--- src/hw/rtl/spc_pkg.sv ---
`timescale 1ns / 1ps
// Package for the stepper position controller: item kinds, register indexes,
// motor state struct and reset constants. No dependencies.
package spc_pkg;

    localparam int PHASE_COUNT_DEF = 8;
    localparam int COIL_BITS_DEF   = 8;

    localparam logic [63:0] PHASE_TABLE_RST   = 64'h0;
    localparam logic [15:0] STEPS_PER_REV_RST = 16'd4096;
    localparam logic [15:0] MIN_REV           = 16'd2;

    typedef enum logic [1:0] {
        KIND_TICK = 2'd0,
        KIND_MOVE = 2'd1,
        KIND_HOME = 2'd2
    } t_kind;

    typedef enum logic {
        CFG_PHASE_TABLE   = 1'b0,
        CFG_STEPS_PER_REV = 1'b1
    } t_cfg_idx;

    typedef struct packed {
        logic [2:0]  phase;
        logic [15:0] position;
        logic [15:0] goal;
        logic        running;
        logic        backward;
        logic        slot_seen;
    } t_motor_state;

endpackage

--- src/hw/rtl/spc_step_unit.sv ---
`timescale 1ns / 1ps
// Next-state logic for one item: half step with index fix, move and home
// commands, and coil pattern pick. Depends on spc_pkg.
module spc_step_unit #(
    parameter int PHASE_COUNT = spc_pkg::PHASE_COUNT_DEF,
    parameter int COIL_BITS   = spc_pkg::COIL_BITS_DEF
) (
    input  spc_pkg::t_motor_state i_cur,
    input  logic [1:0]            i_kind,
    input  logic                  i_level,
    input  logic [15:0]           i_target,
    input  logic                  i_obvious,
    input  logic [63:0]           i_phase_table,
    input  logic [15:0]           i_steps_per_rev,
    output spc_pkg::t_motor_state o_next,
    output logic [7:0]            o_coil,
    output logic                  o_taken
);
    import spc_pkg::*;

    localparam logic [2:0] PH_LAST   = 3'(PHASE_COUNT - 1);
    localparam logic [7:0] COIL_MASK = 8'((9'd1 << COIL_BITS) - 9'd1);

    logic [15:0]  rev;
    logic [15:0]  rev_last;
    logic [16:0]  pos_inc;
    logic [16:0]  dist_w;
    logic [15:0]  fwd_dist;
    logic [15:0]  clamp_tgt;
    t_motor_state stp;

    assign rev       = (i_steps_per_rev < MIN_REV) ? MIN_REV : i_steps_per_rev;
    assign rev_last  = rev - 16'd1;
    assign pos_inc   = {1'b0, i_cur.position} + 17'd1;
    assign clamp_tgt = (i_target > rev_last) ? rev_last : i_target;
    assign dist_w    = ((i_cur.position > clamp_tgt) ? ({1'b0, clamp_tgt} + {1'b0, rev})
                                                     : {1'b0, clamp_tgt})
                       - {1'b0, i_cur.position};
    assign fwd_dist  = dist_w[15:0];

    // one half step
    always_comb begin
        stp = i_cur;
        if (!i_cur.backward) begin
            stp.phase    = (i_cur.phase >= PH_LAST) ? 3'd0 : i_cur.phase + 3'd1;
            stp.position = (pos_inc >= {1'b0, rev}) ? 16'd0 : pos_inc[15:0];
        end else begin
            stp.phase    = (i_cur.phase == 3'd0) ? PH_LAST : i_cur.phase - 3'd1;
            stp.position = (i_cur.position == 16'd0) ? rev_last : i_cur.position - 16'd1;
        end
        if (i_level && !i_cur.slot_seen && !i_cur.backward) begin
            if (i_cur.goal > stp.position) begin
                stp.goal = 16'd0;
            end
            stp.position = 16'd0;
        end
        if (!i_level && i_cur.slot_seen && i_cur.backward) begin
            stp.position = rev_last;
            if (i_cur.goal >= rev) begin
                stp.goal = rev_last;
            end
        end
        stp.slot_seen = i_level;
        if (stp.position == stp.goal) begin
            stp.running = 1'b0;
        end
    end

    always_comb begin
        o_next  = i_cur;
        o_taken = 1'b0;
        case (t_kind'(i_kind))
            KIND_TICK: begin
                if (i_cur.running) begin
                    o_next = stp;
                end
            end
            KIND_MOVE: begin
                if (!i_cur.running) begin
                    o_taken         = 1'b1;
                    o_next.goal     = clamp_tgt;
                    o_next.running  = (clamp_tgt != i_cur.position);
                    o_next.backward = i_obvious && (clamp_tgt != i_cur.position)
                                      && (fwd_dist < (rev >> 1));
                end
            end
            KIND_HOME: begin
                o_taken          = 1'b1;
                o_next.backward  = 1'b0;
                o_next.running   = 1'b1;
                o_next.slot_seen = i_level;
                o_next.goal      = 16'd0;
            end
            default: begin
                o_next  = i_cur;
                o_taken = 1'b0;
            end
        endcase
    end

    assign o_coil = i_phase_table[{o_next.phase, 3'b000} +: 8] & COIL_MASK;

endmodule

--- src/hw/rtl/stepper_position_controller_core.sv ---
`timescale 1ns / 1ps
// Top level of the stepper position controller: item and result handshakes,
// configuration registers and motor state. Depends on spc_pkg, spc_step_unit.
//
// Each accepted item (tick, move or home) gives exactly one result beat in the
// next cycle: coil pattern, position, moving, reverse and whether a command was
// taken. One item is accepted every cycle while the input does not stall; the
// rate is set by the update of the motor state register. The input stalls only
// while a result is held and the output side stalls. Configuration writes are
// always ready and should be made while no item is in flight. No startup pass.
module stepper_position_controller_core #(
    parameter int PHASE_COUNT = spc_pkg::PHASE_COUNT_DEF,
    parameter int COIL_BITS   = spc_pkg::COIL_BITS_DEF
) (
    input  logic        i_clk,
    input  logic        i_rst_n,
    input  logic        i_in_valid,
    output logic        o_in_stall,
    input  logic [1:0]  i_kind,
    input  logic        i_sensor_level,
    input  logic [15:0] i_target,
    input  logic        i_obvious,
    output logic        o_out_valid,
    input  logic        i_out_stall,
    output logic [7:0]  o_coil_pattern,
    output logic [15:0] o_position,
    output logic        o_moving,
    output logic        o_reverse,
    output logic        o_accepted,
    input  logic        i_cfg_valid,
    output logic        o_cfg_ready,
    input  logic        i_cfg_index,
    input  logic [63:0] i_cfg_data
);
    import spc_pkg::*;

    t_motor_state r_st;
    t_motor_state n_st;
    logic [63:0]  r_phase_table;
    logic [15:0]  r_steps_per_rev;
    logic         r_out_valid;
    logic [7:0]   r_coil;
    logic         r_taken;
    logic [7:0]   n_coil;
    logic         n_taken;
    logic         in_acc;

    assign o_in_stall  = r_out_valid && i_out_stall;
    assign in_acc      = i_in_valid && !o_in_stall;
    assign o_cfg_ready = 1'b1;

    spc_step_unit #(
        .PHASE_COUNT (PHASE_COUNT),
        .COIL_BITS   (COIL_BITS)
    ) u_step (
        .i_cur           (r_st),
        .i_kind          (i_kind),
        .i_level         (i_sensor_level),
        .i_target        (i_target),
        .i_obvious       (i_obvious),
        .i_phase_table   (r_phase_table),
        .i_steps_per_rev (r_steps_per_rev),
        .o_next          (n_st),
        .o_coil          (n_coil),
        .o_taken         (n_taken)
    );

    always_ff @(posedge i_clk) begin
        if (!i_rst_n) begin
            r_phase_table   <= PHASE_TABLE_RST;
            r_steps_per_rev <= STEPS_PER_REV_RST;
        end else if (i_cfg_valid && o_cfg_ready) begin
            case (t_cfg_idx'(i_cfg_index))
                CFG_PHASE_TABLE:   r_phase_table   <= i_cfg_data;
                CFG_STEPS_PER_REV: r_steps_per_rev <= i_cfg_data[15:0];
                default: ;
            endcase
        end
    end

    always_ff @(posedge i_clk) begin
        if (!i_rst_n) begin
            r_st        <= '0;
            r_out_valid <= 1'b0;
        end else begin
            if (in_acc) begin
                r_st <= n_st;
            end
            r_out_valid <= in_acc || (r_out_valid && i_out_stall);
        end
    end

    always_ff @(posedge i_clk) begin
        if (in_acc) begin
            r_coil  <= n_coil;
            r_taken <= n_taken;
        end
    end

    assign o_out_valid    = r_out_valid;
    assign o_coil_pattern = r_coil;
    assign o_position     = r_st.position;
    assign o_moving       = r_st.running;
    assign o_reverse      = r_st.backward;
    assign o_accepted     = r_taken;

    a_stall_needs_result: assert property (@(posedge i_clk) disable iff (!i_rst_n)
        o_in_stall |-> o_out_valid)
        else $error("input stalled with no result held");

    a_stopped_at_goal: assert property (@(posedge i_clk) disable iff (!i_rst_n)
        !r_st.running |-> r_st.position == r_st.goal)
        else $error("motor stopped away from its goal");

    a_tick_not_taken: assert property (@(posedge i_clk) disable iff (!i_rst_n)
        in_acc && (i_kind == KIND_TICK) |=> o_out_valid && !o_accepted)
        else $error("tick beat reported as taken");

endmodule
--- config.mk ---
export PLATFORM = sky130hd
export DESIGN_NAME = stepper_position_controller_core
export DESIGN_NICKNAME = d
export VERILOG_FILES = /design/src/hw/rtl/spc_pkg.sv /design/src/hw/rtl/spc_step_unit.sv /design/src/hw/rtl/stepper_position_controller_core.sv
export SDC_FILE = /design/constraint.sdc
export NUM_CORES = 1
export LEC_CHECK = 0
export BUFFER_PORTS_ARGS = -buffer_cell sky130_fd_sc_hd__buf_2
export CAP_MARGIN = 15
export CELL_PAD_IN_SITES_DETAIL_PLACEMENT = 1
export CELL_PAD_IN_SITES_GLOBAL_PLACEMENT = 1
export CORE_ASPECT_RATIO = 0.6
export CORE_MARGIN = 10
export CORE_UTILIZATION = 41
export DETAILED_ROUTE_END_ITERATION = 8
export GPL_TIMING_DRIVEN = 1
export PLACE_DENSITY_LB_ADDON = 0.1
export SETUP_SLACK_MARGIN = 0.1
export SYNTH_ARGS = -nofsm -noshare
export SYNTH_HDL_FRONTEND = slang
export SYNTH_HIERARCHICAL = 1
export SYNTH_SLANG_ARGS = --single-unit
--- constraint.sdc ---
create_clock -name i_clk -period 10.2 [get_ports i_clk]
set_input_delay 1.53 -clock i_clk [delete_from_list [all_inputs] [get_ports i_clk]]
set_output_delay 1.53 -clock i_clk [all_outputs]
set_load 0.01 [all_outputs]
Yosys cells after proc, flatten, opt, wreduce, memory -nomap -nowiden --
Index checks and enable logic that the tools add are counted.
Word-level totals: memories kept 0, output and inout bits 30, memory bits (read-only) 0, input port bits 90, bits in latches 0, flip-flop bits (word level) 128, word-level logic and storage cells 81, memory bits (writable) 0
Cells by class: eq/ne operators 6, div/mod/pow operators 0, bitwise operators 2, $mul 0, reduce and logical (&&, ||, !) cells 26, shifts and indexed selects 1, order comparisons 8, muxes and demuxes 20, $add $sub $neg 7
Operator list (count):
- 2-to-1 mux 16 bit | 7
- 2-to-1 mux 32 bit | 2
- indexed part select 64 x 7 -> 8 bit | 1
- one-hot mux 18 bit (3 select lines) | 1
- greater-than comparator 16 bit | 3
- 2-to-1 mux 19 bit | 2
- 2-to-1 mux 38 bit | 1
- subtractor 16 x 1 -> 16 bit (second input constant) | 2
- 2-to-1 mux 18 bit | 1
- adder 16 x 1 -> 17 bit (second input constant) | 1
- greater-or-equal comparator 17 x 16 -> 1 bit | 1
- adder 16 bit | 1
- == test 16 bit | 1
- greater-or-equal comparator 16 bit | 1
- zero test 16 bit | 1
- less-than comparator 16 x 15 -> 1 bit | 1
- less-than comparator 16 x 2 -> 1 bit (second input constant) | 1
- inequality test 16 bit | 1
- subtractor 16 bit | 1
- logical AND 1 bit | 8
- AND reduction 4 bit | 2
- 2-to-1 mux 3 bit | 2
- AND reduction 2 bit | 3
- AND reduction 3 bit | 2
- 15 further kinds | 23

Logic depth before layout (Yosys ltp) --
word-level depth 15, mapped depth 50, mapped depth without buffers 48

Cells and area by module --
Netlist, hierarchy kept.
Modules (own cells, without submodules):
- spc_step_unit | instances 1, area each 7492.2 µm², sequential area each 0.0 µm², cells each 1104
- stepper_position_controller_core | instances 1, area each 4783.3 µm², sequential area each 2652.5 µm², cells each 549

Worst setup path after synthesis --
Ideal clock, no wire load.
path kind reg2reg, start reg r_steps_per_rev[9], end reg r_st (netlist bit o_reverse), required time 10126 ps, clock period less this slack 9538 ps, slack 662 ps, arrival 9464 ps, buffers on the path 3, cell stages (with the launch flop) 48, path through dfxtp_1 clkbuf_1 nor4_1 nand3_1 o31ai_1 ha_1 nor4b_1 nand4_1 xnor2_1 ha_1 and4_1 nand3_1 a211o_1 nand3_1 o221ai_1 a21oi_1 buf_2 nor2_1 (+12 left out) a21oi_1 ha_1 nor2b_1 o21ai_0 a21oi_1 o21ai_0 a21boi_0 o21ai_0 a21o_1 nand3b_1 xor2_1 ha_1 a211o_1 a41oi_1 o211ai_1 o22ai_1 nand3_1 o21ai_0
RTL lines:
- start: declaration | line stepper_position_controller_core.sv:40 | logic [15:0] r_steps_per_rev;
- start signal: assignment | line stepper_position_controller_core.sv:75 | CFG_STEPS_PER_REV: r_steps_per_rev <= i_cfg_data[15:0];
- end signal: assignment | line stepper_position_controller_core.sv:87 | r_st <= n_st;
- end: declaration | line stepper_position_controller_core.sv:37 | t_motor_state r_st;

==> flow_summary.ini <==
[cts]
clkTransAtPathRegs_ns = 0.07
clock_latency_ns = 0.45
htree_levels = 4
root_buffer = clkbuf_16
cts_hold_buffers = 0
cts_tree = built
clock_path_buffers = 2
cts_buffers = 17
cts_sinks = 128

[logic_synthesis]
synthSimpleGateAreaFrac_pct = 22.7
yosysSeqAreaShare_pct = 21.6
syn-num-nets = 1878
synth_cell_types = 79
ys.flop_type = dfxtp_1
synth_top_family_by_area = compound AO/OA/AOI/OAI gates
synth_area_sq_um = 12300
synth_fa_ha_area_share_pct = 13.9
yosys.area_share.xor_xnor_pct = 5.46
ys_warn_count = 6
synthArstFlopShare_pct = 0
synth_edf_count = 9
synthMuxAreaShare_pct = 5.35
synth-compound-area-share_pct = 23.7
syn_area_per_cell_sq_um = 7.43
ys_ff_latch = 128
netlist_instances = 1653

[floorplanning]
die_w_um = 243
rows = 48
core_region_area_sq_um = 29100
num_io_pins = 120
die_area_sq_um = 37500
die_y_um = 154
start_util_pct = 42.1

[sta]
slew_viol_final = 0
slew_headroom_pct = 20.9
setup_violations = 0
rsz0062_at_grt = false
fin_skew_ns = 0.0152
max_freq_ghz = 0.104
fin_tns_setup_ns = 0
hold_violations = 0
fin_crit_sh_pct = 93.9
tightest_slew_ns = 1.19
period_needed_ns = 9.58

[power]
ir_drop_mv = 0.122
power_leakage_uw = 0.00601
power_density_nw_per_um2 = 149

[min_path]
worstHoldPathType = reg2reg
hold_end = r_phase_table[33]
hold_depth = 2
hold_path.startpoint = r_phase_table[33]

[routing]
wire_per_inst_um = 24.7
dr.pass1.iters = 5
drt_wl_total_mm = 52.9
vias = 12900
wl_met3_mm = 6.30
drt_iter0_drc = 1329
viasPerCell = 6.04
highest_layer = met5
drt-met1-wl_mm = 25.1
drcViolationCount = 0
antenna_left = 0
met2_length_mm = 20.9

[setup_path]
cp_slowest_cell = a221oi_4
reg2regPathDepth = 49
rr_startpoint = r_steps_per_rev[11]
crit_type = reg2reg
crit_required_ns = 10.57
crit_start = r_steps_per_rev[11]
arrival_ns = 9.95
cp-start-kind = register
crit_path_max_incr_delay_ns = 0.40
regToRegSetupSlack_ns = 0.62
r2r_end = o_reverse
critical_path.most_common_cell = buf_4
cp-end-kind = register
cp_max_fo = 20

[final_layout]
drive_gt1_share_pct = 14.5
layout_commonest_cell = nand2_1
nFillCells = 3697
mostFrequentLayoutCells = nand2_1, ha_1, o21ai_0, dfxtp_1, buf_2
final_nets = 1950
final_util_pct = 47.7
seq_area_sq_um = 2650
multi_input_area_sq_um = 8860
synthToLayoutAreaGrowth_pct = 13.2

[global_routing]
grt_pass1_vias = 12700
grt_first_pass_wirelength_mm = 79.0
grt_overflow_total = 0
antenna_found_initial = 1
track_usage_pct = 27.3
grt_max_degree = 116

[run_status]
status = completed

[placement]
dp_hpwl_mm = 41.2
gp_congestion = 0.963
port_buffers = 118

[run]
maxCapViolCount = 0
[flip-flops by register name, indices dropped and copies added, names as in the netlist, 8 cells and up]
name             flops
r_phase_table       64
r_steps_per_rev     16
o_coil_pattern       8
r_st                20
o_position          16
[cell usage after synthesis, types with 6 or more instances]
library cell  number  area (sq um)
nand2_1          337          1260
ha_1             133          1660
o21ai_0          123           616
dfxtp_1          119          2380
nand3_1           86           430
inv_1             75           282
nor2_1            70           263
a21oi_1           68           340
a21boi_1          65           488
clkbuf_1          60           225
xnor2_1           56           490
mux2i_1           51           510
buf_2             27           135
nor3_1            22           110
a21boi_0          21           158
a21o_1            20           150
buf_4             20           150
nand4_1           18           113
xor2_1            18           158
a211oi_1          13          97.6
a22oi_1           13          97.6
a31oi_1           13          81.3
mux2_2            13           146
nor2b_1           13          81.3
nand2b_1          11          68.8
and2_1            10          62.6
o21a_1            10          75.1
edfxtp_1           9           270
o221ai_1           9          78.8
a211o_1            8          70.1
a32oi_1            8          70.1
and3_1             8          50.1
and4_1             8          70.1
buf_6              8          90.1
o211ai_1           8          60.1
o31ai_1            8          60.1
a22o_1             6          52.6
[per-stage QoR]
stage                     power, uW  setup WS (ns)  instance area (sq um)  std cells  hold slack (ns)
after floorplan                1070          0.662                  12300       1653            0.432
after global placement         1350          0.451                  13200       2101            0.441
after detailed placement       1370         0.0275                  13200       2101            0.447
after CTS                      2030          0.103                  13800       2133            0.457
after global routing           2170         0.0629                  13900       2138            0.469
final                          2070          0.620                  13900       2139            0.453
[worst max-delay path, delay by kind of cell (launching register included)]
family / cells / cell delay [ns]
adder cells (fa/ha/maj): 5 / 1.36
AND/OR/NAND/NOR: 11 / 1.90
flip-flops: 1 / 0.36
buffers and inverters: 8 / 1.31
XOR/XNOR: 2 / 0.23
AO/OA/AOI/OAI: 23 / 4.33
[report_power, final]
part           internal, uW  switching, uW  total (uW)
sequential              528           22.1         550
combinational           330            541         871
clock                   379            267         646
[area by class of cell]
type | instances | share of cell area [%]
Antenna cell | 1 | 0.0180
Clock buffer | 19 | 3.27
Clock inverter | 13 | 1.09
Inverter | 76 | 2.05
Multi-Input combinational cell | 1332 | 63.8
Sequential cell | 128 | 19.1
Tap cell | 400 | 3.60
Timing Repair Buffer | 170 | 7.13
[per-layer routing]
metal / GRT usage [%] / up-vias
met4: 4.98 / 2
met5: 0 / -
met2: 37.1 / 533
met1: 39.4 / 6347
met3: 10.8 / 43
li1: - / 5990
[how the worst max path moves through the flow]
| stage | endpoint | cells after the start |
|---|---|---|
| floorplan | o_reverse | 47 |
| global placement | o_reverse | 49 |
| detailed placement | o_reverse | 49 |
| CTS | o_reverse | 49 |
| global route | o_reverse | 50 |
| finish | o_reverse | 49 |
[logic make-up after synthesis]
kind of cell	count (synthesis)
buffers and inverters	193
XOR/XNOR	75
AND/OR/NAND/NOR	617
flip-flops	128
multiplexers	64
adder cells (fa/ha/maj)	135
AO/OA/AOI/OAI	440
other	1
[timing repair]
item                       CTS  global route
setup endpoints to repair    1             1
setup buffers                0             5
resized for setup            1            21
pin swaps                    0             5
Note: power is estimated with default switching activity, not from simulation.
